==> src/rtl/hsfc_pkg.sv <==
// Constants and types for the hash/star frame checker.
package hsfc_pkg;

  localparam int STORE_SLOTS = 8;
  localparam int SLOT_IDX_W  = $clog2(STORE_SLOTS);
  localparam int POS_W       = 4;
  localparam int CALC_W      = 11;
  localparam int RXSUM_W     = 16;

  typedef logic [7:0]       byte_t;
  typedef logic [POS_W-1:0] pos_t;

  localparam byte_t START_MARK = 8'h23;
  localparam byte_t TYPE_I     = 8'h49;
  localparam byte_t TYPE_F     = 8'h46;
  localparam byte_t END_MARK   = 8'h2A;
  localparam pos_t  POS_MAX    = 4'd15;
  localparam pos_t  POS_FULL   = 4'd8;
  localparam pos_t  POS_BODY   = 4'd2;
  localparam pos_t  POS_LAST   = 4'd7;

  typedef struct packed {
    logic               sum_ok;
    byte_t              payload_0;
    byte_t              payload_1;
    byte_t              payload_2;
    byte_t              payload_3;
    logic [RXSUM_W-1:0] received_sum;
    logic [CALC_W-1:0]  computed_sum;
  } frame_res_t;

endpackage

==> src/rtl/hsfc_frame.sv <==
// Frame store, fill position and per-byte decode with result generation.
module hsfc_frame
  import hsfc_pkg::*;
(
  input  logic       clk,
  input  logic       rst_n,
  input  logic       byte_vld,
  input  byte_t      rx_byte,
  output logic       res_vld,
  output frame_res_t res
);

  byte_t store_r   [STORE_SLOTS];
  byte_t store_nxt [STORE_SLOTS];
  pos_t  pos_r, pos_nxt;
  byte_t prev_r, prev_nxt;

  logic              put;
  logic              frame_hit;
  logic [CALC_W-1:0] calc;
  logic [RXSUM_W-1:0] rxsum;

  assign calc = {3'b000, store_r[1]} + {3'b000, store_r[2]} + {3'b000, store_r[3]}
              + {3'b000, store_r[4]} + {3'b000, store_r[5]};
  assign rxsum = {store_r[6], store_r[7]};

  assign frame_hit = (pos_r == POS_FULL) && (store_r[0] == START_MARK)
                   && (store_r[1] == TYPE_I);

  always_comb begin
    store_nxt = store_r;
    pos_nxt   = pos_r;
    prev_nxt  = prev_r;
    put       = 1'b0;
    res_vld   = 1'b0;
    if (byte_vld) begin
      prev_nxt = rx_byte;
      if (rx_byte == START_MARK) begin
        put = 1'b1;
      end else if (rx_byte inside {TYPE_I, TYPE_F}) begin
        if (prev_r == START_MARK) begin
          store_nxt[0] = START_MARK;
          store_nxt[1] = rx_byte;
          pos_nxt      = POS_BODY;
        end
      end else if (pos_r inside {[POS_BODY:POS_LAST]}) begin
        put = 1'b1;
      end else if (rx_byte == END_MARK) begin
        res_vld = frame_hit;
        pos_nxt = '0;
      end else begin
        put = 1'b1;
      end
      if (put) begin
        if (pos_r < POS_FULL) begin
          store_nxt[pos_r[SLOT_IDX_W-1:0]] = rx_byte;
        end
        if (pos_r < POS_MAX) begin
          pos_nxt = pos_r + 4'd1;
        end
      end
    end
  end

  always_comb begin
    res.sum_ok       = (rxsum == {5'b00000, calc});
    res.payload_0    = store_r[2];
    res.payload_1    = store_r[3];
    res.payload_2    = store_r[4];
    res.payload_3    = store_r[5];
    res.received_sum = rxsum;
    res.computed_sum = calc;
  end

  always_ff @(posedge clk) begin
    if (!rst_n) begin
      pos_r  <= '0;
      prev_r <= '0;
      for (int i = 0; i < STORE_SLOTS; i++) begin
        store_r[i] <= '0;
      end
    end else begin
      pos_r   <= pos_nxt;
      prev_r  <= prev_nxt;
      store_r <= store_nxt;
    end
  end

endmodule
==> config.mk <==
export PLATFORM = sky130hd
export DESIGN_NAME = hsfc_frame
export DESIGN_NICKNAME = d
export VERILOG_FILES = /design/src/rtl/hsfc_pkg.sv /design/src/rtl/hsfc_frame.sv
export SDC_FILE = /design/constraint.sdc
export NUM_CORES = 1
export LEC_CHECK = 0
export BUFFER_PORTS_ARGS = -buffer_cell sky130_fd_sc_hd__buf_2
export CAP_MARGIN = 15
export CORE_MARGIN = 1.5
export CORE_UTILIZATION = 62
export CTS_BUF_LIST = sky130_fd_sc_hd__clkbuf_8
export CTS_CLUSTER_DIAMETER = 80
export DETAILED_ROUTE_END_ITERATION = 8
export PLACE_DENSITY = 0.92
export SLEW_MARGIN = 10
export SYNTH_ARGS = -nofsm -noshare
export SYNTH_HDL_FRONTEND = slang
export SYNTH_SLANG_ARGS = --single-unit
export TNS_END_PERCENT = 10
==> constraint.sdc <==
create_clock -name clk -period 12.21 [get_ports clk]
set_input_delay 2.442 -clock clk [delete_from_list [all_inputs] [get_ports clk]]
set_output_delay 2.442 -clock clk [all_outputs]
set_load 0.05 [all_outputs]
==> impl_results.md <==
- Outcome: finished clean
- Max layer used: met4
- Max Clock Freq: 136 MHz
- TritonRoute pass-1 iters: 5
- Hold buffer count at CTS: 0
- Postcts setup bufs: 0
- Post-synth EDFFs: 0
- Gate power share: 0.156
- Clk root buf: clkbuf_8
- Max-slew headroom: 0.441
- Via/cell ratio: 5.94
- Net Sw Frac: 0.311
- IO Pins: 72
- Post-Syn Nets: 606
- Yosys reg bits: 76
- Top cells by area, synth: dfxtp_1 (30%), fa_1 (9.2%), mux2i_1 (8.6%), buf_4 (7.7%), nor2b_1 (6.1%)
- Synth area leader: dfxtp_1
- Routed wl met2: 5650 µm
- Critical Path AT: 4940 ps
- Final Net Count: 607
- ANT nets after route: 0
- Number of global-route vias before repair: 3873
- Layout cell share with drive strength beyond 1: 0.182
- CP required: 9770 ps
- Setup crit end kind: output pin
- Library cells used by synthesis: 65
- Avg Cell Area, Syn: 8.95 µm²
- Starting density of the core: 0.644
- Startpoint class of the critical path: flip-flop
- Top cells by instance count after synthesis: dfxtp_1 (76), inv_1 (54), buf_4 (51)
- Hold Crit Class: reg -> reg
- Reg power frac: 0.470
- Total number of vias: 3959
- # DRC: 0
- Max Cap Viol: 0
- Slew Limit Fails: 0
- Seq/Total Area, Yosys: 0.304
- Fin Clk Skew: 9.87 ps
- Final wirelength: 11900 µm
- Share of the synthesized area in the top cell type: 0.304
- DRT iter0 DRCs: 289
- Sw Pwr: 0.173 mW
- Clock sink count: 76
- TritonCTS clock tree: done
- Cells after Synth: 559
- Final setup violation count: 0
- Total power: 0.555 mW
- CTS Buf Count: 9
- Syn. warnings: 0
- Cts repair resizes: 0
- Cell area after synthesis: 0.00500 mm²
- Maximum clock path buffer count: 2
- Crit Path Max Fanout: 12
- Routed wl met3: 998 µm
- Grt ovf: 0
- Area of the multi-input gates: 0.00273 mm²
- Gpl congestion: 0.901
- Post-synth top flop: dfxtp_1
- IO buf count: 71
- Die width: 92.8 µm
- TNS Setup: 0 ps
- Pwr dens: 107 mW/mm²
- FF/Latch Area: 0.00152 mm²
- Die Ht: 92.8 µm
- Kind of critical path: reg -> out
- WL per Instance: 17.8 µm
- RSZ-0062 raised after global routing: no
- Min Tclk post-route: 7380 ps
- # rows: 32
- Worst R2R Setup Slack: 8830 ps
- Worst-skew pair later-pin latency: 370 ps
- Leakage: 2.30 nW
- DPL Wire Length: 8810 µm
- Core area: 0.00777 mm²
- M1 WL: 4940 µm
- Peak supply drop: 0.0979 mV
- Fillers: 630
- Async set-reset flop share out of synthesis: 0
- H-tree levels: 3
- Most frequent cell after synthesis: dfxtp_1
- Initial antenna violation count: 0
- Die area: 0.00862 mm²
- Synth-to-Final Area Change: 3.25%
- Part of the cycle the worst path needs: 0.604
- First-pass GRT wire length: 19300 µm
- Cell-internal power: 0.382 mW
- Worst Tran Pin Value: 833 ps
- Tot GR Track Use: 0.287
- Ant. Diodes: 0
- CTS clk-pin slew, worst paths: 100 ps
- Clock share of power: 0.374
- Final Hold Vio Count: 0
- Pin count of the biggest net entering global routing: 86
## cells in the final DEF (no fill, tap or decap), types with 4 or more instances in the layout
cell / n
nor4_1: 6
ha_1: 13
nand4_1: 9
dfxtp_1: 76
xnor2_1: 9
clkbuf_8: 9
inv_1: 54
inv_6: 4
nand3_1: 22
nor2_1: 20
o21ai_1: 8
o21ai_0: 27
nand2b_1: 6
nor2b_1: 49
a21oi_1: 13
nor3_1: 5
fa_1: 23
buf_2: 71
a31oi_1: 7
nand2_1: 27
mux2i_1: 43
## cell type report
type                       count  share of cell area
clock buffer                   9              0.0240
clock inverter                 7              0.0174
inverter                      54              0.0392
multi-input combinational    346               0.528
sequential                    76               0.295
tap                          102              0.0247
timing repair buffer          73              0.0717
## final timing paths
kind                                  start           to  depth (start not counted)
worst max-delay path              flip-flop      res[59]                         16
worst min register to register  store_r[57]  store_r[57]                          2
worst min-delay path            store_r[57]  store_r[57]                          2
worst max register to register     pos_r[1]    flip-flop                          9
## routing by layer
metal  global-route usage  vias to the layer above
li1                     -                     1838
met1                0.376                     1912
met2                0.466                      184
met3               0.0542                       25
met4                0.112                        0
met5                    0                        -
## power by group through the flow
stage	registers (mW)	logic [mW]	clock network (mW)
floorplan	0.264	0.0719	0
global placement	0.266	0.0840	0
detailed placement	0.267	0.0856	0
CTS	0.261	0.0862	0.211
global route	0.262	0.0932	0.219
finish	0.261	0.0868	0.207
## logic make-up (layout without fill, tap and decap cells)
group	count (synthesis)	after routing	share of synthesized area
buffers and inverters	137	143	0.150
XOR/XNOR	12	12	0.0240
multiplexers	44	44	0.0883
flip-flops	76	76	0.304
adder cells (fa/ha/maj)	36	36	0.125
AND/OR/NAND/NOR	174	174	0.209
AO/OA/AOI/OAI	80	80	0.0993
## worst max-delay path, cell delays in order, from the launching register on
cell	delay (ps)
dfxtp_1	360
inv_1	70
fa_1	530
inv_1	60
fa_1	510
inv_1	50
fa_1	500
inv_1	40
ha_1	450
a21o_2	270
a311oi_1	360
nand4_1	130
a2111o_1	370
nor4_2	200
o311ai_1	120
a311oi_1	240
buf_2	300
## through the flow
step	utilization	instances	hold WS, ps	instance area (µm²)	setup WS (ps)
2_1_floorplan	-	559	433	5000	4250
3_3_place_gp	0.637	651	445	4950	5190
3_5_place_dp	0.637	651	460	4950	5240
4_1_cts	0.665	667	474	5160	4830
5_1_grt	0.665	667	493	5160	4590
6_report	0.665	667	473	5160	4830
No activity file was read; power rests on OpenSTA's default activity.
